## src/design/sct_pkg.sv

```systemverilog
`timescale 1ns / 1ps
// ----------------------------------------------------------------------------
// Shape collision tester package
// Function codes, controller commands and datapath status shared by the
// controller and the datapath.
// ----------------------------------------------------------------------------
package sct_pkg;

  typedef enum logic [1:0] {
    FUNC_WRITE = 2'd0,
    FUNC_RECT  = 2'd1,
    FUNC_RC    = 2'd2,
    FUNC_CC    = 2'd3
  } func_t;

  typedef enum logic [1:0] {
    AX_NONE,
    AX_EDGE,
    AX_VEC
  } axis_op_t;

  typedef enum logic [3:0] {
    MUL_NONE,
    MUL_AX_X,
    MUL_AY_Y,
    MUL_DX2,
    MUL_DY2,
    MUL_AXX,
    MUL_AYY,
    MUL_RS2,
    MUL_R2,
    MUL_D_LL,
    MUL_D_LH,
    MUL_D_HH,
    MUL_T_LL,
    MUL_T_LH,
    MUL_T_HL,
    MUL_T_HH
  } mul_op_t;

  typedef enum logic [1:0] {
    ACC_HOLD,
    ACC_LOAD,
    ACC_ADD
  } acc_op_t;

  typedef enum logic [1:0] {
    SH_0,
    SH_1,
    SH_2
  } acc_sh_t;

  typedef enum logic [3:0] {
    SV_NONE,
    SV_SPAN_A_INIT,
    SV_SPAN_A,
    SV_SPAN_B_INIT,
    SV_SPAN_B,
    SV_AC,
    SV_GAP,
    SV_TREG,
    SV_RR,
    SV_AA,
    SV_BEST_INIT,
    SV_BEST
  } save_op_t;

  typedef struct packed {
    logic     wr_en;
    logic     rd_en;
    logic [2:0] rd_addr;
    logic     q_load;
    logic     c_load;
    axis_op_t axis_op;
    mul_op_t  mul_op;
    acc_op_t  acc_op;
    acc_sh_t  acc_sh;
    save_op_t save_op;
    logic [1:0] vidx;
  } cmd_t;

  typedef struct packed {
    logic       span_sep;
    logic       gap_pos;
    logic       acc_gt;
    logic       acc_lt;
    logic [1:0] best;
  } status_t;

endpackage

```

## src/design/sct_ram.sv

```systemverilog
`timescale 1ns / 1ps
// ----------------------------------------------------------------------------
// Shape collision tester RAM
// Generic single write port, single read port RAM with registered read.
// ----------------------------------------------------------------------------
module sct_ram #(
  parameter int WIDTH = 32,
  parameter int DEPTH = 8
) (
  input  logic                     clk,
  input  logic                     we,
  input  logic [$clog2(DEPTH)-1:0] waddr,
  input  logic [WIDTH-1:0]         wdata,
  input  logic                     re,
  input  logic [$clog2(DEPTH)-1:0] raddr,
  output logic [WIDTH-1:0]         rdata
);

  logic [WIDTH-1:0] mem [DEPTH];

  always_ff @(posedge clk) begin
    if (we) begin
      mem[waddr] <= wdata;
    end
    if (re) begin
      rdata <= mem[raddr];
    end
  end

endmodule

```

## src/design/sct_datapath.sv

```systemverilog
`timescale 1ns / 1ps
// ----------------------------------------------------------------------------
// Shape collision tester datapath
// Point store, shared multiplier, accumulator and projection registers.
// ----------------------------------------------------------------------------
module sct_datapath #(
  parameter int COORD_BITS = 16
) (
  input  logic                 clk,
  input  logic                 rst,
  input  sct_pkg::cmd_t        cmd,
  output sct_pkg::status_t     status,
  input  logic [2:0]           slot,
  input  logic signed [15:0]   point_x,
  input  logic signed [15:0]   point_y,
  input  logic [14:0]          radius
);

  import sct_pkg::*;

  localparam int C = COORD_BITS;
  localparam int H = (C + 1 > 16) ? C + 1 : 16;
  localparam int D = 2 * C + 3;
  localparam int W = 4 * H + 2;

  logic [2*C-1:0]      ram_q;
  logic [2*C-1:0]      ram_d;
  logic [7:0]          valid;
  logic                rd_valid;
  logic [14:0]         ra;
  logic [14:0]         rb;
  logic [15:0]         rs;

  logic signed [C-1:0] rx;
  logic signed [C-1:0] ry;
  logic signed [C-1:0] qx;
  logic signed [C-1:0] qy;
  logic signed [C-1:0] cx;
  logic signed [C-1:0] cy;
  logic signed [C:0]   ax;
  logic signed [C:0]   ay;
  logic signed [C:0]   dx;
  logic signed [C:0]   dy;

  logic signed [H:0]     op_a;
  logic signed [H:0]     op_b;
  logic signed [2*H+1:0] prod;
  logic signed [W-1:0]   pext;
  logic signed [W-1:0]   term;
  logic signed [W-1:0]   acc;
  logic signed [W-1:0]   treg;

  logic signed [D-1:0] dot;
  logic signed [D-1:0] mn_a;
  logic signed [D-1:0] mx_a;
  logic signed [D-1:0] mn_b;
  logic signed [D-1:0] mx_b;
  logic signed [D-1:0] ac;
  logic signed [D-1:0] gap_val;
  logic [2*H-1:0]      gap;
  logic                gap_pos;
  logic [2*H-1:0]      rr;
  logic [2*H-1:0]      aa;
  logic [2*H-1:0]      best_d;
  logic [1:0]          best;

  assign ram_d = {C'($unsigned(point_x)), C'($unsigned(point_y))};

  sct_ram #(
    .WIDTH (2 * C),
    .DEPTH (8)
  ) u_ram (
    .clk   (clk),
    .we    (cmd.wr_en),
    .waddr (slot),
    .wdata (ram_d),
    .re    (cmd.rd_en),
    .raddr (cmd.rd_addr),
    .rdata (ram_q)
  );

  assign rx = rd_valid ? ram_q[2*C-1:C] : '0;
  assign ry = rd_valid ? ram_q[C-1:0] : '0;
  assign dx = (C+1)'(rx) - (C+1)'(cx);
  assign dy = (C+1)'(ry) - (C+1)'(cy);
  assign rs = 16'(ra) + 16'(rb);
  assign dot = acc[D-1:0];

  always_comb begin
    op_a = '0;
    op_b = '0;
    case (cmd.mul_op)
      MUL_AX_X: begin op_a = (H+1)'(ax); op_b = (H+1)'(rx); end
      MUL_AY_Y: begin op_a = (H+1)'(ay); op_b = (H+1)'(ry); end
      MUL_DX2:  begin op_a = (H+1)'(dx); op_b = (H+1)'(dx); end
      MUL_DY2:  begin op_a = (H+1)'(dy); op_b = (H+1)'(dy); end
      MUL_AXX:  begin op_a = (H+1)'(ax); op_b = (H+1)'(ax); end
      MUL_AYY:  begin op_a = (H+1)'(ay); op_b = (H+1)'(ay); end
      MUL_RS2:  begin op_a = (H+1)'(rs); op_b = (H+1)'(rs); end
      MUL_R2:   begin op_a = (H+1)'(rb); op_b = (H+1)'(rb); end
      MUL_D_LL: begin op_a = {1'b0, gap[H-1:0]};   op_b = {1'b0, gap[H-1:0]};   end
      MUL_D_LH: begin op_a = {1'b0, gap[H-1:0]};   op_b = {1'b0, gap[2*H-1:H]}; end
      MUL_D_HH: begin op_a = {1'b0, gap[2*H-1:H]}; op_b = {1'b0, gap[2*H-1:H]}; end
      MUL_T_LL: begin op_a = {1'b0, rr[H-1:0]};    op_b = {1'b0, aa[H-1:0]};    end
      MUL_T_LH: begin op_a = {1'b0, rr[H-1:0]};    op_b = {1'b0, aa[2*H-1:H]};  end
      MUL_T_HL: begin op_a = {1'b0, rr[2*H-1:H]};  op_b = {1'b0, aa[H-1:0]};    end
      MUL_T_HH: begin op_a = {1'b0, rr[2*H-1:H]};  op_b = {1'b0, aa[2*H-1:H]};  end
      default:  begin op_a = '0; op_b = '0; end
    endcase
  end

  assign pext = W'(prod);

  always_comb begin
    case (cmd.acc_sh)
      SH_1:    term = pext <<< H;
      SH_2:    term = pext <<< (2 * H);
      default: term = pext;
    endcase
  end

  always_comb begin
    if (ac > mx_a) begin
      gap_val = ac - mx_a;
    end else if (mn_a > ac) begin
      gap_val = mn_a - ac;
    end else begin
      gap_val = '0;
    end
  end

  always_ff @(posedge clk) begin
    if (rst) begin
      valid    <= '0;
      rd_valid <= 1'b0;
      ra       <= '0;
      rb       <= '0;
    end else begin
      if (cmd.wr_en) begin
        valid[slot] <= 1'b1;
        if (slot[1:0] == 2'b00) begin
          if (slot[2]) begin
            rb <= radius;
          end else begin
            ra <= radius;
          end
        end
      end
      if (cmd.rd_en) begin
        rd_valid <= valid[cmd.rd_addr];
      end
    end
  end

  always_ff @(posedge clk) begin
    prod <= op_a * op_b;
    case (cmd.acc_op)
      ACC_LOAD: acc <= term;
      ACC_ADD:  acc <= acc + term;
      default:  acc <= acc;
    endcase
    if (cmd.q_load) begin
      qx <= rx;
      qy <= ry;
    end
    if (cmd.c_load) begin
      cx <= rx;
      cy <= ry;
    end
    case (cmd.axis_op)
      AX_EDGE: begin
        ax <= (C+1)'(qy) - (C+1)'(ry);
        ay <= (C+1)'(rx) - (C+1)'(qx);
      end
      AX_VEC: begin
        ax <= dx;
        ay <= dy;
      end
      default: begin
        ax <= ax;
        ay <= ay;
      end
    endcase
    case (cmd.save_op)
      SV_SPAN_A_INIT: begin mn_a <= dot; mx_a <= dot; end
      SV_SPAN_A: begin
        if (dot < mn_a) mn_a <= dot;
        if (dot > mx_a) mx_a <= dot;
      end
      SV_SPAN_B_INIT: begin mn_b <= dot; mx_b <= dot; end
      SV_SPAN_B: begin
        if (dot < mn_b) mn_b <= dot;
        if (dot > mx_b) mx_b <= dot;
      end
      SV_AC: ac <= dot;
      SV_GAP: begin
        gap     <= (2*H)'($unsigned(gap_val));
        gap_pos <= (gap_val != '0);
      end
      SV_TREG: treg <= acc;
      SV_RR:   rr <= acc[2*H-1:0];
      SV_AA:   aa <= acc[2*H-1:0];
      SV_BEST_INIT: begin
        best_d <= acc[2*H-1:0];
        best   <= cmd.vidx;
      end
      SV_BEST: begin
        if (acc < $signed({{(W-2*H){1'b0}}, best_d})) begin
          best_d <= acc[2*H-1:0];
          best   <= cmd.vidx;
        end
      end
      default: begin end
    endcase
  end

  assign status.span_sep = (mx_a < mn_b) || (mx_b < mn_a);
  assign status.gap_pos  = gap_pos;
  assign status.acc_gt   = acc > treg;
  assign status.acc_lt   = acc < treg;
  assign status.best     = best;

endmodule

```

## src/design/sct_ctrl.sv

```systemverilog
`timescale 1ns / 1ps
// ----------------------------------------------------------------------------
// Shape collision tester controller
// Sequences axis set-up, projections, gap, nearest-corner and squared-extent checks.
// ----------------------------------------------------------------------------
module sct_ctrl (
  input  logic             clk,
  input  logic             rst,
  input  logic             start,
  input  logic [1:0]       func,
  output logic             busy,
  output logic             done,
  output logic             collision,
  output sct_pkg::cmd_t    cmd,
  input  sct_pkg::status_t status
);

  import sct_pkg::*;

  typedef enum logic [3:0] {
    S_IDLE,
    S_RC_INIT,
    S_CC,
    S_EDGE0,
    S_EDGE1,
    S_EDGE2,
    S_PROJ,
    S_RR_CHK,
    S_GAP,
    S_GAP_CHK,
    S_AA,
    S_T,
    S_D2,
    S_NEAR,
    S_VEC0,
    S_VEC1
  } state_t;

  state_t     state;
  func_t      func_q;
  logic [2:0] step;
  logic [2:0] vcnt;
  logic [1:0] axis;
  logic [2:0] edge0;
  logic [2:0] edge1;
  logic [2:0] vlast;

  assign busy  = (state != S_IDLE);
  assign edge0 = {axis[1], 1'b0, axis[0]};
  assign edge1 = {axis[1], axis[0], ~axis[0]};
  assign vlast = (func_q == FUNC_RECT) ? 3'd7 : 3'd4;

  always_ff @(posedge clk) begin
    if (rst) begin
      state     <= S_IDLE;
      func_q    <= FUNC_WRITE;
      step      <= '0;
      vcnt      <= '0;
      axis      <= '0;
      done      <= 1'b0;
      collision <= 1'b0;
    end else begin
      done <= 1'b0;
      unique case (state)
        S_IDLE: begin
          step <= '0;
          vcnt <= '0;
          axis <= '0;
          if (start) begin
            func_q <= func_t'(func);
            unique case (func_t'(func))
              FUNC_RECT: state <= S_EDGE0;
              FUNC_RC:   state <= S_RC_INIT;
              FUNC_CC:   state <= S_CC;
              default:   state <= S_IDLE;
            endcase
          end
        end
        S_RC_INIT: begin
          if (step == 3'd2) begin
            step  <= '0;
            state <= S_EDGE0;
          end else begin
            step <= step + 3'd1;
          end
        end
        S_CC: begin
          if (step == 3'd5) begin
            done      <= 1'b1;
            collision <= status.acc_lt;
            state     <= S_IDLE;
          end else begin
            step <= step + 3'd1;
          end
        end
        S_EDGE0: state <= S_EDGE1;
        S_EDGE1: state <= S_EDGE2;
        S_EDGE2: begin
          vcnt  <= '0;
          step  <= '0;
          state <= S_PROJ;
        end
        S_VEC0: state <= S_VEC1;
        S_VEC1: begin
          vcnt  <= '0;
          step  <= '0;
          state <= S_PROJ;
        end
        S_PROJ: begin
          if (step == 3'd4) begin
            step <= '0;
            if (vcnt == vlast) begin
              state <= (func_q == FUNC_RECT) ? S_RR_CHK : S_GAP;
            end else begin
              vcnt <= vcnt + 3'd1;
            end
          end else begin
            step <= step + 3'd1;
          end
        end
        S_RR_CHK: begin
          if (status.span_sep || axis == 2'd3) begin
            done      <= 1'b1;
            collision <= ~status.span_sep;
            state     <= S_IDLE;
          end else begin
            axis  <= axis + 2'd1;
            state <= S_EDGE0;
          end
        end
        S_GAP: state <= S_GAP_CHK;
        S_GAP_CHK, S_D2: begin
          if (state == S_D2 && step != 3'd5) begin
            step <= step + 3'd1;
          end else if (state == S_GAP_CHK && status.gap_pos) begin
            step  <= '0;
            state <= S_AA;
          end else if (state == S_D2 && status.acc_gt) begin
            done      <= 1'b1;
            collision <= 1'b0;
            state     <= S_IDLE;
          end else begin
            step <= '0;
            vcnt <= '0;
            if (axis == 2'd0) begin
              axis  <= 2'd1;
              state <= S_EDGE0;
            end else if (axis == 2'd1) begin
              axis  <= 2'd2;
              state <= S_NEAR;
            end else begin
              done      <= 1'b1;
              collision <= 1'b1;
              state     <= S_IDLE;
            end
          end
        end
        S_AA: begin
          if (step == 3'd3) begin
            step  <= '0;
            state <= S_T;
          end else begin
            step <= step + 3'd1;
          end
        end
        S_T: begin
          if (step == 3'd5) begin
            step  <= '0;
            state <= S_D2;
          end else begin
            step <= step + 3'd1;
          end
        end
        S_NEAR: begin
          if (step == 3'd4) begin
            step <= '0;
            if (vcnt == 3'd3) begin
              state <= S_VEC0;
            end else begin
              vcnt <= vcnt + 3'd1;
            end
          end else begin
            step <= step + 3'd1;
          end
        end
        default: state <= S_IDLE;
      endcase
    end
  end

  always_comb begin
    cmd = '{wr_en: 1'b0, rd_en: 1'b0, rd_addr: 3'd0, q_load: 1'b0, c_load: 1'b0,
            axis_op: AX_NONE, mul_op: MUL_NONE, acc_op: ACC_HOLD, acc_sh: SH_0,
            save_op: SV_NONE, vidx: 2'd0};
    unique case (state)
      S_IDLE: cmd.wr_en = start && (func == FUNC_WRITE);
      S_RC_INIT: begin
        case (step)
          3'd0: begin cmd.rd_en = 1'b1; cmd.rd_addr = 3'd4; cmd.mul_op = MUL_R2; end
          3'd1: begin cmd.c_load = 1'b1; cmd.acc_op = ACC_LOAD; end
          default: cmd.save_op = SV_RR;
        endcase
      end
      S_CC: begin
        case (step)
          3'd0: begin cmd.rd_en = 1'b1; cmd.rd_addr = 3'd4; cmd.mul_op = MUL_RS2; end
          3'd1: begin
            cmd.c_load  = 1'b1;
            cmd.rd_en   = 1'b1;
            cmd.rd_addr = 3'd0;
            cmd.acc_op  = ACC_LOAD;
          end
          3'd2: begin cmd.save_op = SV_TREG; cmd.mul_op = MUL_DX2; end
          3'd3: begin cmd.mul_op = MUL_DY2; cmd.acc_op = ACC_LOAD; end
          3'd4: cmd.acc_op = ACC_ADD;
          default: begin end
        endcase
      end
      S_EDGE0: begin cmd.rd_en = 1'b1; cmd.rd_addr = edge0; end
      S_EDGE1: begin cmd.q_load = 1'b1; cmd.rd_en = 1'b1; cmd.rd_addr = edge1; end
      S_EDGE2: cmd.axis_op = AX_EDGE;
      S_VEC0:  begin cmd.rd_en = 1'b1; cmd.rd_addr = {1'b0, status.best}; end
      S_VEC1:  cmd.axis_op = AX_VEC;
      S_PROJ: begin
        case (step)
          3'd0: begin cmd.rd_en = 1'b1; cmd.rd_addr = vcnt; end
          3'd1: cmd.mul_op = MUL_AX_X;
          3'd2: begin cmd.mul_op = MUL_AY_Y; cmd.acc_op = ACC_LOAD; end
          3'd3: cmd.acc_op = ACC_ADD;
          default: begin
            if (vcnt == 3'd0) cmd.save_op = SV_SPAN_A_INIT;
            else if (vcnt < 3'd4) cmd.save_op = SV_SPAN_A;
            else if (func_q != FUNC_RECT) cmd.save_op = SV_AC;
            else if (vcnt == 3'd4) cmd.save_op = SV_SPAN_B_INIT;
            else cmd.save_op = SV_SPAN_B;
          end
        endcase
      end
      S_GAP: cmd.save_op = SV_GAP;
      S_AA: begin
        case (step)
          3'd0: cmd.mul_op = MUL_AXX;
          3'd1: begin cmd.mul_op = MUL_AYY; cmd.acc_op = ACC_LOAD; end
          3'd2: cmd.acc_op = ACC_ADD;
          default: cmd.save_op = SV_AA;
        endcase
      end
      S_T: begin
        case (step)
          3'd0: cmd.mul_op = MUL_T_LL;
          3'd1: begin cmd.mul_op = MUL_T_LH; cmd.acc_op = ACC_LOAD; end
          3'd2: begin cmd.mul_op = MUL_T_HL; cmd.acc_op = ACC_ADD; cmd.acc_sh = SH_1; end
          3'd3: begin cmd.mul_op = MUL_T_HH; cmd.acc_op = ACC_ADD; cmd.acc_sh = SH_1; end
          3'd4: begin cmd.acc_op = ACC_ADD; cmd.acc_sh = SH_2; end
          default: cmd.save_op = SV_TREG;
        endcase
      end
      S_D2: begin
        case (step)
          3'd0: cmd.mul_op = MUL_D_LL;
          3'd1: begin cmd.mul_op = MUL_D_LH; cmd.acc_op = ACC_LOAD; end
          3'd2: begin cmd.mul_op = MUL_D_LH; cmd.acc_op = ACC_ADD; cmd.acc_sh = SH_1; end
          3'd3: begin cmd.mul_op = MUL_D_HH; cmd.acc_op = ACC_ADD; cmd.acc_sh = SH_1; end
          3'd4: begin cmd.acc_op = ACC_ADD; cmd.acc_sh = SH_2; end
          default: begin end
        endcase
      end
      S_NEAR: begin
        cmd.vidx = vcnt[1:0];
        case (step)
          3'd0: begin cmd.rd_en = 1'b1; cmd.rd_addr = vcnt; end
          3'd1: cmd.mul_op = MUL_DX2;
          3'd2: begin cmd.mul_op = MUL_DY2; cmd.acc_op = ACC_LOAD; end
          3'd3: cmd.acc_op = ACC_ADD;
          default: cmd.save_op = (vcnt == 3'd0) ? SV_BEST_INIT : SV_BEST;
        endcase
      end
      default: begin end
    endcase
  end

`ifndef SYNTHESIS
  a_done_single: assert property (@(posedge clk) disable iff (rst) done |=> !done)
    else $error("done strobe longer than one cycle");
  a_done_after_busy: assert property (@(posedge clk) disable iff (rst) done |-> $past(busy))
    else $error("result without a test in progress");
  a_test_goes_busy: assert property (@(posedge clk) disable iff (rst)
    (start && !busy && func != FUNC_WRITE) |=> busy)
    else $error("test transfer did not start the sequencer");
  a_read_when_busy: assert property (@(posedge clk) disable iff (rst) cmd.rd_en |-> busy)
    else $error("store read while idle");
  a_write_when_idle: assert property (@(posedge clk) disable iff (rst) cmd.wr_en |-> !busy)
    else $error("store write while busy");
`endif

endmodule

```

## src/design/shape_collision_tester.sv

```systemverilog
`timescale 1ns / 1ps
// ----------------------------------------------------------------------------
// Shape collision tester
// Rectangle and circle collision tests on an eight-slot point store.
// ----------------------------------------------------------------------------
// Usage:
//   Input: a transfer happens at a clock edge with start high and busy low.
//   func 0 writes point_x/point_y into slot (radius too for slots 0 and 4);
//   it finishes at that edge, busy stays low and no result follows.
//   func 1 (rect-rect), 2 (rect-circle), 3 (circle-circle) raise busy and
//   give one result: done high for exactly one cycle with collision.
//   Sequence from the accepting edge to the done cycle:
//     circle-circle: one squared-distance check against the summed radii;
//     rect-rect: projections of both rectangles on each edge axis in turn,
//     with early exit on a separating axis;
//     rect-circle: set-up, both edge axes of the rectangle, a nearest-corner
//     search, then the corner axis; each axis with a gap gets a squared check.
//   Test length is set by one shared 18x18 multiplier (wider at larger
//   COORD_BITS) and the single read port of the point store: each corner
//   takes a read and two products; wide squared extents take partial products.
//   One item at a time: busy drops in the cycle done is shown.
//   Reset clears the store to zero points and radii and returns to idle.
//   The receiver cannot stall; done is a strobe to be taken when shown.
// ----------------------------------------------------------------------------
module shape_collision_tester #(
  parameter int COORD_BITS = 16
) (
  input  logic               clk,
  input  logic               rst,
  input  logic               start,
  output logic               busy,
  input  logic [1:0]         func,
  input  logic [2:0]         slot,
  input  logic signed [15:0] point_x,
  input  logic signed [15:0] point_y,
  input  logic [14:0]        radius,
  output logic               done,
  output logic               collision
);

  import sct_pkg::*;

  cmd_t    cmd;
  status_t status;

  sct_ctrl u_ctrl (
    .clk       (clk),
    .rst       (rst),
    .start     (start),
    .func      (func),
    .busy      (busy),
    .done      (done),
    .collision (collision),
    .cmd       (cmd),
    .status    (status)
  );

  sct_datapath #(
    .COORD_BITS (COORD_BITS)
  ) u_datapath (
    .clk     (clk),
    .rst     (rst),
    .cmd     (cmd),
    .status  (status),
    .slot    (slot),
    .point_x (point_x),
    .point_y (point_y),
    .radius  (radius)
  );

endmodule
```

## config.mk

```make
export PLATFORM = sky130hd
export DESIGN_NAME = shape_collision_tester
export DESIGN_NICKNAME = d
export VERILOG_FILES = /design/src/design/sct_pkg.sv /design/src/design/sct_ram.sv /design/src/design/sct_datapath.sv /design/src/design/sct_ctrl.sv /design/src/design/shape_collision_tester.sv
export SDC_FILE = /design/constraint.sdc
export NUM_CORES = 2
export LEC_CHECK = 0
export BUFFER_PORTS_ARGS = -buffer_cell sky130_fd_sc_hd__buf_4
export CAP_MARGIN = 20
export CORE_UTILIZATION = 50
export CTS_CLUSTER_DIAMETER = 30
export DETAILED_ROUTE_END_ITERATION = 10
export GPL_TIMING_DRIVEN = 0
export PLACE_DENSITY_LB_ADDON = 0.1
export SYNTH_ARGS = -nofsm -noshare
export SYNTH_HDL_FRONTEND = slang
export SYNTH_SLANG_ARGS = --single-unit
```

## constraint.sdc

```tcl
create_clock -name clk -period 12.5 [get_ports clk]
set_input_delay 2.5 -clock clk [delete_from_list [all_inputs] [get_ports clk]]
set_output_delay 2.5 -clock clk [all_outputs]
set_load 0.05 [all_outputs]
```

==> out/qor.json <==
{
  "met1_usage": {"value": 0.4318},
  "achievable-frequency": {"value": 84.24, "unit": "MHz"},
  "synth-edff-count": {"value": 840},
  "placement_rows": {"value": 133},
  "ffs_w_async_s_r_synth": {"value": 0},
  "netlist.area_leader.share": {"value": 0.3800},
  "synth_top_flop_cell": {"value": "edfxtp_1"},
  "crit_path_max_fanout": {"value": 10},
  "cts_inserted_buffers": {"value": 213},
  "route.vias.total": {"value": 51270},
  "critical_path.most_common_cell": {"value": "inv_1"},
  "grt_use_met2": {"value": 0.5071},
  "finalCoreUtilization": {"value": 0.5896},
  "vias_per_cell": {"value": 5.809},
  "power_frac_clock": {"value": 0.381},
  "peakVddDrop": {"value": 0.1554, "unit": "mV"},
  "slowest_delay": {"value": 0.62, "unit": "ns"},
  "setup_viol": {"value": 0},
  "finalHoldViolCount": {"value": 0},
  "aggregate_global_route_resource_usage": {"value": 0.3182},
  "critical_path.endpoint_type": {"value": "register"},
  "cts.sinks": {"value": 931},
  "power_density": {"value": 195.3, "unit": "mW/mm^2"},
  "synth_compound_gate_area_share": {"value": 0.1314},
  "clk_root_buffer_cell": {"value": "clkbuf_16"},
  "synth.distinct_cells": {"value": 89},
  "yosysWarningCount": {"value": 0},
  "fin_nets": {"value": 7909},
  "synthXorXnorAreaFrac": {"value": 0.02823},
  "netlist.top_cell.by_area": {"value": "edfxtp_1"},
  "timing.max_cap.violations": {"value": 0},
  "rsz_0062_raised_after_global_routing": {"value": "no"},
  "library_cell_with_the_highest_instance_count_after_synthesis": {"value": "inv_1"},
  "route.antenna.remaining_nets": {"value": 0},
  "via_count_of_the_first_global_routing_pass": {"value": 51170},
  "criticalPathCategory": {"value": "register to register"},
  "syn_nets": {"value": 7586},
  "period_share": {"value": 0.9497},
  "clock_skew": {"value": 0.05896, "unit": "ns"},
  "post-layout-total-power": {"value": 15160, "unit": "uW"},
  "crit_buf_inv": {"value": 11},
  "synth_seq_cells": {"value": 931},
  "static_power_due_to_leakage": {"value": 0.03378, "unit": "uW"},
  "grt_pass1_wl": {"value": 321.1, "unit": "mm"},
  "clk_pin_slew": {"value": 0.05, "unit": "ns"},
  "clkLatencyLatePin": {"value": 0.83, "unit": "ns"},
  "timing.final.max_slew_violations": {"value": 0},
  "worst_slew_margin_rel": {"value": 0.1331},
  "numPortBuffers": {"value": 56},
  "cpMaxStageDelayCell": {"value": "a21oi_1"},
  "ctsLongestPathBuffers": {"value": 3},
  "max_slew.worst_pin.slew": {"value": 1.300, "unit": "ns"},
  "detailed_place_hpwl": {"value": 164.6, "unit": "mm"},
  "h-tree-depth": {"value": 4},
  "comb_power_share": {"value": 0.363},
  "critPathArrivalTime": {"value": 12.52, "unit": "ns"},
  "largest_family_of_logic_cells_by_synthesized_area": {"value": "adder cells"},
  "area.growth.synth_to_final": {"value": 16.91, "unit": "%"},
  "tritoncts": {"value": "yes"},
  "floorplan.die_area": {"value": 0.1342, "unit": "sq mm"},
  "synth.top_cells.by_area": {"value": "edfxtp_1, ha_1, fa_1, inv_1, nand2_1"},
  "core_region": {"value": 0.1316, "unit": "sq mm"},
  "grt_antenna_before_repair": {"value": 16},
  "critical-path-top-delay-family": {"value": "compound AO/OA/AOI/OAI gates"},
  "netSwitchingPower": {"value": 5837, "unit": "uW"},
  "avg_synthesized_cell_area": {"value": 10.13, "unit": "sq um"},
  "detailedRoute.firstIterationViolations": {"value": 5015},
  "die-height": {"value": 366.4, "unit": "um"},
  "drc_errors": {"value": 0},
  "grt_max_degree": {"value": 43},
  "detail_route.first_pass.iterations": {"value": 7},
  "drive_above_1_share": {"value": 0.09185},
  "sequential_to_total_area_share_from_yosys_stat": {"value": 0.4074},
  "internal_power": {"value": 9321, "unit": "uW"},
  "grt_remaining_overflow": {"value": 0},
  "timing.hold.worst.class": {"value": "register to register"},
  "drt_wl_total": {"value": 213.0, "unit": "mm"},
  "arithmetic_cell_share_of_the_synthesized_area_counting_full_adders_half_adders_and_majority_gates": {"value": 0.2225},
  "post_drt_wl_per_cell": {"value": 24.14, "unit": "um"},
  "fraction_of_power_spent_switching_nets": {"value": 0.3851},
  "outcome": {"value": "finished, final reports clean"},
  "simple_logic_cell_fraction_of_the_synthesized_area": {"value": 0.1370},
  "use_met3": {"value": 0.05305},
  "post_synth_instance_area": {"value": 0.06639, "unit": "sq mm"},
  "number_of_primary_i_o_pins": {"value": 58},
  "yosys-mux-area-fraction": {"value": 0.01218},
  "critical_path.startpoint_type": {"value": "register"},
  "power.sequential.fraction": {"value": 0.256},
  "synthCells": {"value": 6553},
  "finalCriticalPeriod": {"value": 11.87, "unit": "ns"},
  "synthTopCellsByCount": {"value": "inv_1, edfxtp_1, nand2_1"},
  "worst-endpoint-required": {"value": 13.15, "unit": "ns"},
  "nFillCells": {"value": 11090},
  "grt-busiest-layer": {"value": "met2"},
  "dieWidth": {"value": 366.4, "unit": "um"},
  "starting_density_of_the_core": {"value": 0.5043},
  "final_weighted_congestion_in_routability_driven_placement": {"value": 0.9753}
}
## worst min-delay path, delay by kind of cell (launching register included)
family | cells | cell delay (ns)
compound gates | 1 | 0.05
flops | 1 | 0.31
simple gates | 1 | 0.05
## layout by cell type, fill, tap and decap left out, types with 55 or more instances in the layout
cell type	synthesis	final
a21o_1	179	179
a21oi_1	355	355
and2_1	67	67
buf_4	2	67
clkbuf_1	164	184
clkbuf_16	0	215
dfxtp_1	91	91
edfxtp_1	840	840
fa_1	338	338
ha_1	640	639
inv_1	852	850
nand2_1	785	785
nand2b_1	81	81
nand3_1	256	256
nand4_1	78	78
nor2_1	390	375
nor2b_1	93	93
nor3_1	59	55
o21ai_0	251	248
xnor2_1	150	147
xor2_1	64	62
## metrics by stage
| step | std cells | cell area (sq um) | hold WS, ns | worst slack, ns | setup TNS (ns) |
|---|---|---|---|---|---|
| finish | 8826 | 77610 | 0.4610 | 0.6285 | 0 |
| global route | 8823 | 77600 | 0.4855 | 0.06981 | 0 |
| CTS | 8820 | 77500 | 0.4590 | 0.1610 | 0 |
| detailed placement | 8414 | 69890 | 0.4542 | -0.2401 | -0.7363 |
| global placement | 8364 | 69000 | 0.4502 | -1.238 | -10.10 |
| floorplan | 6553 | 66390 | 0.4400 | 2.899 | 0 |
## power by group through the flow
stage               clock, uW  combinational (uW)  sequential, uW
floorplan                   0                3310            3800
detailed placement          0                5390            3930
finish                   5770                5500            3880
CTS                      5820                5460            3880
global route             5980                5990            3880
global placement            0                5260            3940
## final timing paths
kind,slack [ns],cells after the start,start,endpoint
max reg2reg,0.63,41,u_ctrl.step[1]$_SDFFE_PP0P_,u_datapath.prod[33]$_DFF_P_
min,0.46,2,u_datapath.ra[3]$_SDFFE_PP0P_,u_datapath.ra[3]$_SDFFE_PP0P_
max,0.63,41,u_ctrl.step[1]$_SDFFE_PP0P_,u_datapath.prod[33]$_DFF_P_
min reg2reg,0.46,2,u_datapath.ra[3]$_SDFFE_PP0P_,u_datapath.ra[3]$_SDFFE_PP0P_
## timing repair
action / 4_1_cts / 5_1_grt
gates resized for setup: 11 / 31
pin swaps: 0 / 1
setup endpoints to repair: 5 / 9
setup buffers: 1 / 0
hold buffers: 0 / 0
## per-layer routing
layer / vias to the layer above / share of wire
li1: 23760 / -
met1: 25150 / 0.43
met2: 1947 / 0.46
met3: 391 / 0.071
met4: 18 / 0.042
met5: - / 0.00052
## registers in the layout (all words and copies together), names as in the netlist, 34 cells and up
| signal | cells |
|---|---|
| u_datapath.u_ram.mem | 256 |
| u_datapath.acc | 70 |
| u_datapath.treg | 70 |
| u_datapath.prod | 36 |
| u_datapath.ac | 35 |
| u_datapath.mn_a | 35 |
| u_datapath.mn_b | 35 |
| u_datapath.mx_a | 35 |
| u_datapath.mx_b | 35 |
| u_datapath.aa | 34 |
| u_datapath.best_d | 34 |
| u_datapath.gap | 34 |
| u_datapath.rr | 34 |
## area by class of cell
cell class	count	area, sq um	area share
flip-flops and latches	931	27050	0.3485
clock inverters	159	2021	0.02604
plain buffers	213	865.8	0.01116
multi-input cells	4553	35580	0.4585
repair buffers	108	1141	0.01470
well taps	1755	2196	0.02829
inverters	856	3218	0.04147
clock buffers	246	5527	0.07121
diodes	5	12.51	0.0001612
## kinds of logic after synthesis
logic type	count (synthesis)
XOR/XNOR	214
AO/OA/AOI/OAI	1313
buffers and inverters	1069
flip-flops	931
AND/OR/NAND/NOR	1973
adder cells (fa/ha/maj)	978
multiplexers	75
Note: power is estimated with default switching activity, not from simulation.
